File: config.mk
export PLATFORM = sky130hd
export DESIGN_NAME = hid_report_queue_latency
export DESIGN_NICKNAME = d
export VERILOG_FILES = /design/src/rtl/core/hrq_pkg.sv /design/src/rtl/core/hrq_ring.sv /design/src/rtl/core/hrq_latency.sv /design/src/rtl/core/hid_report_queue_latency.sv
export VERILOG_INCLUDE_DIRS = /design/src /design/src/rtl/core
export SDC_FILE = /design/constraint.sdc
export NUM_CORES = 2
export LEC_CHECK = 0
export ABC_CLOCK_PERIOD_IN_PS = 14800
export BUFFER_PORTS_ARGS = -buffer_cell sky130_fd_sc_hd__clkbuf_2
export CORE_ASPECT_RATIO = 1.25
export CORE_MARGIN = 2
export CORE_UTILIZATION = 61
export DETAILED_ROUTE_END_ITERATION = 7
export PLACE_DENSITY_LB_ADDON = 0.15
export SLEW_MARGIN = 0
export SYNTH_ARGS = -nofsm -noshare
export SYNTH_HDL_FRONTEND = slang
export SYNTH_SLANG_ARGS = --single-unit
File: constraint.sdc
create_clock -name aclk -period 14.8 [get_ports aclk]
set_input_delay 0.74 -clock aclk [delete_from_list [all_inputs] [get_ports aclk]]
set_output_delay 0.74 -clock aclk [all_outputs]
set_load 0.03 [all_outputs]
File: src/rtl/core/hid_report_queue_latency_macros.svh
// Assertion macros for the report queue checks.
// Used by the top level only; expects aclk and aresetn in scope.
`ifndef HID_REPORT_QUEUE_LATENCY_MACROS_SVH
`define HID_REPORT_QUEUE_LATENCY_MACROS_SVH

// same-cycle implication, disabled during reset
`define HRQ_ASSERT_NOW(label, ante, cons, msg) \
    label: assert property (@(posedge aclk) disable iff (!aresetn) \
        (ante) |-> (cons)) else $error(msg);

// next-cycle implication, disabled during reset
`define HRQ_ASSERT_NEXT(label, ante, cons, msg) \
    label: assert property (@(posedge aclk) disable iff (!aresetn) \
        (ante) |=> (cons)) else $error(msg);

`endif

File: src/rtl/core/hrq_pkg.sv
// Shared types and constants for the report queue.
// No dependencies; imported by hrq_latency and the top level.
package hrq_pkg;

    localparam int OP_W       = 2;
    localparam int REPORT_W   = 64;
    localparam int LENGTH_W   = 16;
    localparam int TIME_W     = 32;
    localparam int LAT_W      = 16;
    localparam int SEQ_W      = 32;
    localparam int S_TDATA_W  = 112;
    localparam int M_TDATA_W  = 152;
    localparam int M_FIELDS_W = REPORT_W + 1 + 3 * LAT_W + SEQ_W;

    typedef enum logic [OP_W-1:0] {
        OP_PUSH      = 2'd0,
        OP_TX_DONE   = 2'd1,
        OP_SET_PRESS = 2'd2
    } op_t;

    typedef struct packed {
        logic [SEQ_W-1:0] seq;
        logic [LAT_W-1:0] usb;
        logic [LAT_W-1:0] pre;
        logic [LAT_W-1:0] raw;
    } lat_t;

endpackage

File: src/rtl/core/hrq_ring.sv
// Report ring storage: one write port, one registered read port.
// Forwards a same-cycle write to the read address. No package dependency.
module hrq_ring #(
    parameter int DEPTH   = 16,
    parameter int IDX_W   = 4,
    parameter int ENTRY_W = 128
) (
    input  logic               aclk,
    input  logic               wr_en,
    input  logic [IDX_W-1:0]   wr_addr,
    input  logic [ENTRY_W-1:0] wr_data,
    input  logic [IDX_W-1:0]   rd_addr,
    output logic [ENTRY_W-1:0] rd_data
);

    logic [ENTRY_W-1:0] mem [DEPTH];
    logic [ENTRY_W-1:0] rd_data_reg;
    logic [ENTRY_W-1:0] fwd_data_reg;
    logic               fwd_hit_reg;

    always_ff @(posedge aclk) begin
        if (wr_en) begin
            mem[wr_addr] <= wr_data;
        end
        rd_data_reg  <= mem[rd_addr];
        fwd_data_reg <= wr_data;
        fwd_hit_reg  <= wr_en && (wr_addr == rd_addr);
    end

    assign rd_data = fwd_hit_reg ? fwd_data_reg : rd_data_reg;

endmodule

File: src/rtl/core/hrq_latency.sv
// Latency registers and measurement counter.
// Depends on hrq_pkg for lat_t and field widths.
module hrq_latency
    import hrq_pkg::*;
(
    input  logic              aclk,
    input  logic              aresetn,
    input  logic              done,
    input  logic [TIME_W-1:0] now_time,
    input  logic [TIME_W-1:0] flight_press,
    input  logic [TIME_W-1:0] flight_queue,
    output lat_t              lat_next
);

    lat_t lat_reg;

    always_comb begin
        lat_next = lat_reg;
        if (done && (flight_queue != '0)) begin
            lat_next.usb = now_time[LAT_W-1:0] - flight_queue[LAT_W-1:0];
            if (flight_press != '0) begin
                lat_next.raw = now_time[LAT_W-1:0] - flight_press[LAT_W-1:0];
                lat_next.pre = flight_queue[LAT_W-1:0] - flight_press[LAT_W-1:0];
            end
            lat_next.seq = lat_reg.seq + 1'b1;
        end
    end

    always_ff @(posedge aclk) begin
        if (!aresetn) begin
            lat_reg <= '0;
        end else begin
            lat_reg <= lat_next;
        end
    end

endmodule

File: src/rtl/core/hid_report_queue_latency.sv
// Each accepted transaction enters the input stage; its result is held in the result stage.
// One transaction per cycle unless m_tready stalls, set by the single queue-update stage.
// The ring read is prefetched at the next tail index every cycle, so no op waits on it.
// Reset clears ring indices, press time, in-flight stamps, latencies and the counter,
// and sets the endpoint ready; ring storage is not cleared and needs no sweep.
`include "hid_report_queue_latency_macros.svh"

module hid_report_queue_latency
    import hrq_pkg::*;
#(
    parameter int QUEUE_DEPTH  = 16,
    parameter int REPORT_BYTES = 8
) (
    input  logic                 aclk,
    input  logic                 aresetn,
    input  logic                 s_tvalid,
    output logic                 s_tready,
    // report_data, report_length, time_value
    input  logic [S_TDATA_W-1:0] s_tdata,
    // op
    input  logic [OP_W-1:0]      s_tuser,
    output logic                 m_tvalid,
    input  logic                 m_tready,
    // send_data, dropped, raw_latency, pre_latency, usb_latency, latency_seq, zero pad
    output logic [M_TDATA_W-1:0] m_tdata,
    // send_valid
    output logic                 m_tuser
);

    localparam int IDX_W   = $clog2(QUEUE_DEPTH);
    localparam int DATA_W  = REPORT_BYTES * 8;
    localparam int LEN_W   = $clog2(REPORT_BYTES + 1);
    localparam int ENTRY_W = DATA_W + 2 * TIME_W;

    function automatic logic [IDX_W-1:0] ring_next(input logic [IDX_W-1:0] i);
        logic [IDX_W-1:0] r;
        if (i == IDX_W'(QUEUE_DEPTH - 1)) begin
            r = '0;
        end else begin
            r = i + 1'b1;
        end
        return r;
    endfunction

    // input stage
    logic                in_valid_reg;
    logic [OP_W-1:0]     in_op_reg;
    logic [DATA_W-1:0]   in_data_reg;
    logic [LEN_W-1:0]    in_len_reg;
    logic [TIME_W-1:0]   in_time_reg;
    logic [LEN_W-1:0]    len_sat;

    // queue state
    logic [IDX_W-1:0]    head_reg, head_next;
    logic [IDX_W-1:0]    tail_reg, tail_next;
    logic                ready_reg, ready_next;
    logic [TIME_W-1:0]   press_reg, press_next;
    logic [TIME_W-1:0]   fps_reg, fps_next;
    logic [TIME_W-1:0]   fqs_reg, fqs_next;

    // result stage
    logic                out_valid_reg;
    logic                out_sent_reg;
    logic [REPORT_W-1:0] out_data_reg;
    logic                out_drop_reg;
    lat_t                out_lat_reg;

    logic                adv;
    logic                ring_empty;
    logic                wr_en;
    logic                sent;
    logic                drop;
    logic [DATA_W-1:0]   sent_data;
    logic [DATA_W-1:0]   masked_data;
    logic [ENTRY_W-1:0]  wr_entry;
    logic [ENTRY_W-1:0]  front_entry;
    lat_t                lat_next;

    assign adv        = in_valid_reg && (!out_valid_reg || m_tready);
    assign s_tready   = !in_valid_reg || adv;
    assign ring_empty = (head_reg == tail_reg);

    assign len_sat = (s_tdata[REPORT_W +: LENGTH_W] > LENGTH_W'(REPORT_BYTES)) ?
                     LEN_W'(REPORT_BYTES) : s_tdata[REPORT_W +: LEN_W];

    always_comb begin
        for (int b = 0; b < REPORT_BYTES; b++) begin
            masked_data[8*b +: 8] = (LEN_W'(b) < in_len_reg) ? in_data_reg[8*b +: 8] : 8'h00;
        end
    end

    assign wr_entry = {in_time_reg, press_reg, masked_data};

    always_comb begin
        head_next  = head_reg;
        tail_next  = tail_reg;
        ready_next = ready_reg;
        press_next = press_reg;
        fps_next   = fps_reg;
        fqs_next   = fqs_reg;
        wr_en      = 1'b0;
        sent       = 1'b0;
        drop       = 1'b0;
        sent_data  = '0;
        if (adv) begin
            unique case (op_t'(in_op_reg))
                OP_PUSH: begin
                    wr_en     = 1'b1;
                    head_next = ring_next(head_reg);
                    if (head_next == tail_reg) begin
                        drop      = 1'b1;
                        tail_next = ring_next(tail_reg);
                    end
                    if (ready_reg) begin
                        sent       = 1'b1;
                        sent_data  = masked_data;
                        fps_next   = press_reg;
                        fqs_next   = in_time_reg;
                        ready_next = 1'b0;
                        tail_next  = ring_next(tail_next);
                    end
                end
                OP_TX_DONE: begin
                    ready_next = 1'b1;
                    fqs_next   = '0;
                    if (!ring_empty) begin
                        sent       = 1'b1;
                        sent_data  = front_entry[DATA_W-1:0];
                        fps_next   = front_entry[DATA_W +: TIME_W];
                        fqs_next   = front_entry[DATA_W + TIME_W +: TIME_W];
                        ready_next = 1'b0;
                        tail_next  = ring_next(tail_reg);
                    end
                end
                OP_SET_PRESS: begin
                    press_next = in_time_reg;
                end
                default: begin
                end
            endcase
        end
    end

    hrq_ring #(
        .DEPTH   (QUEUE_DEPTH),
        .IDX_W   (IDX_W),
        .ENTRY_W (ENTRY_W)
    ) u_ring (
        .aclk    (aclk),
        .wr_en   (wr_en),
        .wr_addr (head_reg),
        .wr_data (wr_entry),
        .rd_addr (tail_next),
        .rd_data (front_entry)
    );

    hrq_latency u_latency (
        .aclk         (aclk),
        .aresetn      (aresetn),
        .done         (adv && (op_t'(in_op_reg) == OP_TX_DONE)),
        .now_time     (in_time_reg),
        .flight_press (fps_reg),
        .flight_queue (fqs_reg),
        .lat_next     (lat_next)
    );

    always_ff @(posedge aclk) begin
        if (!aresetn) begin
            in_valid_reg  <= 1'b0;
            out_valid_reg <= 1'b0;
            head_reg      <= '0;
            tail_reg      <= '0;
            ready_reg     <= 1'b1;
            press_reg     <= '0;
            fps_reg       <= '0;
            fqs_reg       <= '0;
        end else begin
            if (s_tvalid && s_tready) begin
                in_valid_reg <= 1'b1;
            end else if (adv) begin
                in_valid_reg <= 1'b0;
            end
            if (adv) begin
                out_valid_reg <= 1'b1;
            end else if (m_tready) begin
                out_valid_reg <= 1'b0;
            end
            head_reg  <= head_next;
            tail_reg  <= tail_next;
            ready_reg <= ready_next;
            press_reg <= press_next;
            fps_reg   <= fps_next;
            fqs_reg   <= fqs_next;
        end
    end

    always_ff @(posedge aclk) begin
        if (s_tvalid && s_tready) begin
            in_op_reg   <= s_tuser;
            in_data_reg <= s_tdata[DATA_W-1:0];
            in_len_reg  <= len_sat;
            in_time_reg <= s_tdata[REPORT_W + LENGTH_W +: TIME_W];
        end
        if (adv) begin
            out_sent_reg <= sent;
            out_data_reg <= REPORT_W'(sent_data);
            out_drop_reg <= drop;
            out_lat_reg  <= lat_next;
        end
    end

    assign m_tvalid = out_valid_reg;
    assign m_tuser  = out_sent_reg;
    assign m_tdata  = {{(M_TDATA_W - M_FIELDS_W){1'b0}},
                       out_lat_reg.seq, out_lat_reg.usb, out_lat_reg.pre, out_lat_reg.raw,
                       out_drop_reg, out_data_reg};

    `HRQ_ASSERT_NOW(a_ready_ring_empty, ready_reg, head_reg == tail_reg,
        "endpoint ready while reports are queued")
    `HRQ_ASSERT_NOW(a_drop_endpoint_busy, adv && drop, !ready_reg && !sent,
        "report dropped while endpoint was ready")
    `HRQ_ASSERT_NEXT(a_done_ready_or_send, adv && (op_t'(in_op_reg) == OP_TX_DONE),
        ready_reg == !m_tuser, "transmit done left endpoint state inconsistent with send")

endmodule
# Yosys cells after proc, flatten, opt, wreduce, memory -nomap -nowiden
# Memory sizes are Yosys's and may differ from the RTL's. A register that Yosys moved wholly into a read port is not among the register bits.
# Cells that the tools add are included.
dict set report op_classes {
  n_addsub 7
  n_mul 0
  div 0
  n_lt_le_gt_ge 9
  eq_ne 10
  shift 0
  muxes 46
  n_bitwise 0
  reduce_logical 20
}
# cell n
set op_table {}
lappend op_table {{$mux 32} 5}
lappend op_table {{$mux 128} 1}
lappend op_table {{$mux 64} 2}
lappend op_table {{$pmux 32 s2} 2}
lappend op_table {{$pmux 64 s2} 1}
lappend op_table {{$mux 80} 1}
lappend op_table {{$mux 8} 8}
lappend op_table {{$reduce_bool 32->1} 2}
lappend op_table {{$sub 16x16->16} 3}
lappend op_table {{$mux 4} 11}
lappend op_table {{$add 32x1->32 const B} 1}
lappend op_table {{$gt 16x4->1 const B} 1}
lappend op_table {{$lt 3x4->1 const A} 4}
lappend op_table {{$add 4x1->4 const B} 3}
lappend op_table {{$eq 4x4->1} 3}
lappend op_table {{$eq 4x4->1 const B} 3}
lappend op_table {{$mux 1} 12}
lappend op_table {{$lt 1x4->1 const A} 2}
lappend op_table {{$lt 2x4->1 const A} 2}
lappend op_table {{$pmux 4 s2} 1}
lappend op_table {{$reduce_and 2->1} 3}
lappend op_table {{$reduce_bool 2->1} 3}
lappend op_table {{$logic_and 1x1->1} 5}
lappend op_table {{$ne 2x2->1 const B} 2}
lappend op_table {{other kinds (8)} 11}
dict set report word_totals {
  regBits 564
  latchBits 0
  ram_bits 2048
  mem_bits_ro 0
  inputBits 118
  out_inout_bits 155
  wordCells 118
  n_memories 1
}
# name words word_bits rd rd_ports_with_merged_regs wr line
set mem_list {}
lappend mem_list {u_ring.mem 16 128 1 1 1 hrq_ring.sv:16} ;# logic [ENTRY_W-1:0] mem [DEPTH];

# Depth between registers and ports, before layout
dict set report logic_depth {
  ltp_word 15
  depth_mapped 19
  ltp_nobuf 16
}

# Modules after synthesis
# From an unflattened synthesis, not the netlist that was laid out.
dict set report hier_totals {
  hier_cells 5202
  hier_area_um2 103713.2
}
# module instances cells_each area_each_um2
set modules_own_cells {}
lappend modules_own_cells {hrq_ring 1 3459 83817.9}
lappend modules_own_cells {hid_report_queue_latency 1 1001 13854.5}
lappend modules_own_cells {hrq_latency 1 742 6040.8}

# Least setup slack after synthesis
# No wires, ideal clock.
dict set report synth_timing {
  path_kind {in2reg}
  from {in m_tready}
  to {mem u_ring.mem[3][0] (enable)}
  arrival_ps 10280
  setup_slack_ps 3748
  cell_stages 6
  path_buffers 1
  path_cell_list {nand2b_1 nand2_1 nor3_1 clkbuf_1 nand2_1 nor3_1}
}
dict set report synth_via {
  elab_chain_len 5
}
# item line
set synth_lines {}
lappend synth_lines {{start: declaration} hid_report_queue_latency.sv:23} ;# input logic m_tready,
lappend synth_lines {{$logic_or 1x1->1} hid_report_queue_latency.sv:79} ;# assign adv = in_valid_reg && (!out_valid_reg || m_tready);
lappend synth_lines {{$logic_and 1x1->1} hid_report_queue_latency.sv:79}
lappend synth_lines {{$mux 1} hid_report_queue_latency.sv:105} ;# if (adv) begin
lappend synth_lines {{$mux 1} hrq_ring.sv:22} ;# if (wr_en) begin
lappend synth_lines {{$mux 1 (implied by the code)} hrq_ring.sv:23} ;# mem[wr_addr] <= wr_data;
lappend synth_lines {{end: declaration} hrq_ring.sv:16}
# No other way between the ends.

# Worst setup path in the final report
dict set report layout_timing {
  from {reg head_reg[1]}
  to {reg u_ring.rd_data_reg[4] (read register of u_ring.mem)}
}
dict set report layout_via {
  elab_chain_len 13
  elab_cells_between_ends 17
}
# item line
set layout_lines {}
lappend layout_lines {{start: declaration} hid_report_queue_latency.sv:54} ;# logic [IDX_W-1:0] head_reg, head_next;
lappend layout_lines {{start signal: assignment} hid_report_queue_latency.sv:188} ;# head_reg <= head_next;
lappend layout_lines {{$add 4x1->4 or $eq 4x4->1 (tied branches)} {hid_report_queue_latency.sv:40, hid_report_queue_latency.sv:37}}
lappend layout_lines {{$mux 4} hid_report_queue_latency.sv:37} ;# if (i == IDX_W'(QUEUE_DEPTH - 1)) begin
lappend layout_lines {{$mux 4} hid_report_queue_latency.sv:106} ;# unique case (op_t'(in_op_reg))
lappend layout_lines {{$mux 4} hid_report_queue_latency.sv:105}
lappend layout_lines {{$eq 4x4->1} hid_report_queue_latency.sv:110} ;# if (head_next == tail_reg) begin
lappend layout_lines {{$mux 4} hid_report_queue_latency.sv:110}
lappend layout_lines {{$mux 4} hid_report_queue_latency.sv:106}
lappend layout_lines {{$mux 4} hid_report_queue_latency.sv:105}
lappend layout_lines {{$add 4x1->4 or $eq 4x4->1 (tied branches)} {hid_report_queue_latency.sv:40, hid_report_queue_latency.sv:37}}
lappend layout_lines {{$mux 4} hid_report_queue_latency.sv:37}
lappend layout_lines {{$mux 4} hid_report_queue_latency.sv:114} ;# if (ready_reg) begin
lappend layout_lines {{$pmux 4 s2 (*)} hid_report_queue_latency.sv:106}
lappend layout_lines {{$mux 4 (*)} hid_report_queue_latency.sv:105}
lappend layout_lines {{end: declaration} hrq_ring.sv:17} ;# logic [ENTRY_W-1:0] rd_data_reg;
# Every way passes the cells marked *; elsewhere a longest branch is shown, timed or not. The select of a mux whose other input is x is not followed.
# A chain may end at the register's enable or synchronous reset.

==> flow_metrics.py <==
metrics = {
    "outcome": {
        "status": "completed",
    },
    "cells_and_area": {
        "design_area_um2": 122000,
        "multi_input_area_um2": 26900,
        "fin_nets": 7834,
        "nFillCells": 12099,
        "area_growth_pct": 11.1,
        "drive_gt1_share_pct": 12.3,
        "area.sequential_um2": 77800,
        "largest_reg_flops": 2048,
    },
    "critical_path": {
        "critPathArrivalTime_ns": 7.40,
        "cp_cell_sequence": "inv_1 -> ha_1 -> xnor2_1 -> o2111ai_2 -> a21oi_2 -> nand2_1 -> nand2_1 -> ha_1 -> o21ai_4 -> buf_4 -> buf_12 -> buf_4 -> buf_4 -> o211ai_1 -> o211ai_1 -> o211ai_1 -> nand4_1",
        "slowest_delay_ns": 0.83,
        "setup.worst_path.start_class": "flip-flop",
        "cp_max_fo": 160,
        "worstSetupPathType": "reg -> reg",
        "reg2reg_slack_ns": 8.24,
        "required_ns": 15.65,
        "endpoint_kind": "flip-flop",
        "crit_slowest_cell": "buf_4",
    },
    "routing": {
        "via_per_inst": 6.54,
        "ant_nets": 0,
        "drt_iter0_markers": 7103,
        "drt_first_pass_iters": 6,
        "drt-total-wl_um": 284000,
        "wl_per_cell_um": 27.8,
        "vias": 66871,
        "drc": 0,
    },
    "clock_tree": {
        "cts_tree": "yes",
        "clkSinkCount": 2740,
        "clk_pin_slew_ns": 0.06,
        "clock_latency_ns": 0.94,
        "cts_root_buf": "clkbuf_16",
        "post_cts_buffers": 0,
        "cts_buffers": 275,
        "htreeDepth": 5,
        "clk_path_buf_depth": 4,
    },
    "timing": {
        "fin_setup_tns_ns": 0,
        "max_slew_margin_pct": 17.5,
        "drv_slew": 0,
        "rsz0062_at_grt": "no",
        "max_freq_mhz": 153,
        "period_share_pct": 44.3,
        "min_period_ns": 6.56,
        "finClkSkew_ns": 0.0560,
        "final_hold_viol_count": 0,
        "setup_slack_ns": 8.24,
        "hold_ws_ns": 0.0545,
        "tightest_slew_ns": 1.23,
        "finalSetupViolCount": 0,
    },
    "synth": {
        "ys_top_cells_by_area": "edfxtp_1 63%, o211ai_1 11%, dfxtp_1 8.1%",
        "synth_compound_area_share_pct": 13.1,
        "synth_top_cell_area_share_pct": 63.0,
        "synth_area_um2": 109000,
        "synthTopCellsByCount": "2296 x edfxtp_1, 1574 x o211ai_1, 637 x inv_1, 444 x dfxtp_1, 422 x clkbuf_1",
        "synth_simple_gate_area_share_pct": 3.55,
        "synthAdderAreaFrac_pct": 0.649,
        "synth_edf_count": 2296,
        "syn_avg_cell_area_um2": 14.6,
        "netlist_instances": 7479,
        "yosys.area.top_type": "edfxtp_1",
        "synth_top_family_by_area": "compound AO/OA/AOI/OAI gates",
        "yosys-mux-area-fraction_pct": 6.50,
        "ys_ff_latch": 2740,
        "ys.flop_type": "edfxtp_1",
        "synth.distinct_cells": 71,
        "async_flop_share_pct": 0,
        "synth_most_common_cell": "edfxtp_1",
        "yosysWarnings": 0,
        "seq_area_frac_synth_pct": 71.1,
        "synthXorXnorAreaFrac_pct": 0.506,
    },
    "place": {
        "port_buffers": 265,
        "place_congestion": 0.842,
        "place_ws_ns": 8.42,
        "placed_cell_area_um2": 113000,
        "place_hpwl_um": 140000,
    },
    "grt": {
        "grt_usage_pct": 30.7,
        "grt_max_degree": 225,
        "grt_first_pass_wirelength_um": 420000,
        "antenna_found_initial": 2,
        "grt_pass1_vias": 66044,
        "grt.overflow.total": 0,
    },
    "floorplanning": {
        "io_pins": 273,
        "dieWidth_um": 383,
        "die-area_um2": 183000,
        "start_util_pct": 61.5,
        "core_area_um2": 178000,
        "rows": 173,
        "die_h_um": 478,
    },
    "run": {
        "cap_violations": 0,
    },
    "power_and_ir_drop": {
        "p_total_mw": 15.8,
        "power_density_nw_per_um2": 130,
        "worst_ir_drop_vdd_uv": 105,
        "leakage_nw": 41.6,
    },
    "hold_path": {
        "hold_path_class": "in -> reg",
    },
}
## area by class of cell
cell class | count | share of cell area (%)
multi-input combinational | 3536 | 22.1
antenna | 1 | 0.00206
sequential | 2740 | 64.0
clock inverter | 97 | 0.556
timing repair buffer | 469 | 2.63
inverter | 639 | 1.98
tap | 2362 | 2.43
clock buffer | 376 | 6.25
## cell families (layout without fill, tap and decap cells)
kind of cell | Yosys count | in the layout
flip-flops | 2740 | 2740
AO/OA/AOI/OAI | 1972 | 1972
buffers and inverters | 1209 | 1581
AND/OR/NAND/NOR | 795 | 795
multiplexers | 647 | 647
XOR/XNOR | 60 | 60
adder cells (fa/ha/maj) | 55 | 55
other | 1 | 8
## layer usage
layer	wire [um]	track usage [%]
met1	111000	41.5
met2	139000	51.2
met3	24600	4.68
met4	9090	10.3
met5	11	0
## path summary, 6_finish.rpt
check                                             end  cells past startpoint             startpoint
worst max-delay path            u_ring.rd_data_reg[4]                     17            head_reg[1]
worst min-delay path                  in_time_reg[24]                      1           s_tdata[104]
worst max register to register  u_ring.rd_data_reg[4]                     17            head_reg[1]
worst min register to register  u_latency.lat_reg[10]                      2  u_latency.lat_reg[10]
## critical path: cells and delay by family, from the launching register on
kind,cells,cell delay (ns)
XOR/XNOR,1,0.24
buffers and inverters,5,3.31
flip-flops,1,0.49
AND/OR/NAND/NOR,3,0.34
AO/OA/AOI/OAI,6,1.30
adder cells (fa/ha/maj),2,0.58
## cells in the final DEF, fill, tap and decap left out, types with 13 or more instances in the layout
master         synthesis  layout
and2_1                74      73
a21oi_1              102     100
nand4_1              140     140
inv_1                637     636
clkbuf_2               0     265
dfxtp_1              444     443
xor2_1                22      22
nor2_1               164     151
o22ai_1               64      64
o211ai_1            1574    1574
nor3b_1               14      13
clkinv_1               0      32
edfxtp_1            2296    2296
nor4_1                20      20
ha_1                  52      52
o21ai_0               76      76
nor3_1                30      24
clkbuf_16              0     282
o31ai_1               25      25
mux2_2               161     161
dlygate4sd3_1          0      78
nor2_4                 0      13
nand2_1              264     262
or3_1                 13      13
a211oi_1              45      45
clkinv_2               0      47
nand3_1               31      31
mux2_1               353     352
xnor2_1               36      36
buf_4                 13     114
mux2i_1              133     133
clkbuf_1             422      75
clkbuf_8               0      19
## timing repair
action,CTS,global route
hold buffers,78,0
hold endpoints to repair,78,0
endpoints found under the setup margin,0,0
gates resized for setup,0,0
## where the power goes
group	internal, mW	switching (mW)
combinational	0.226	0.507
clock	3.72	2.80
sequential	8.45	0.0795
## through the flow
stage,utilization [%],std cells
5_1_grt,68.3,10220
2_1_floorplan,-,7485
6_report,68.3,10220
3_3_place_gp,63.2,9668
4_1_cts,68.3,10219
3_5_place_dp,63.2,9668
No activity file was read; power rests on OpenSTA's default activity.
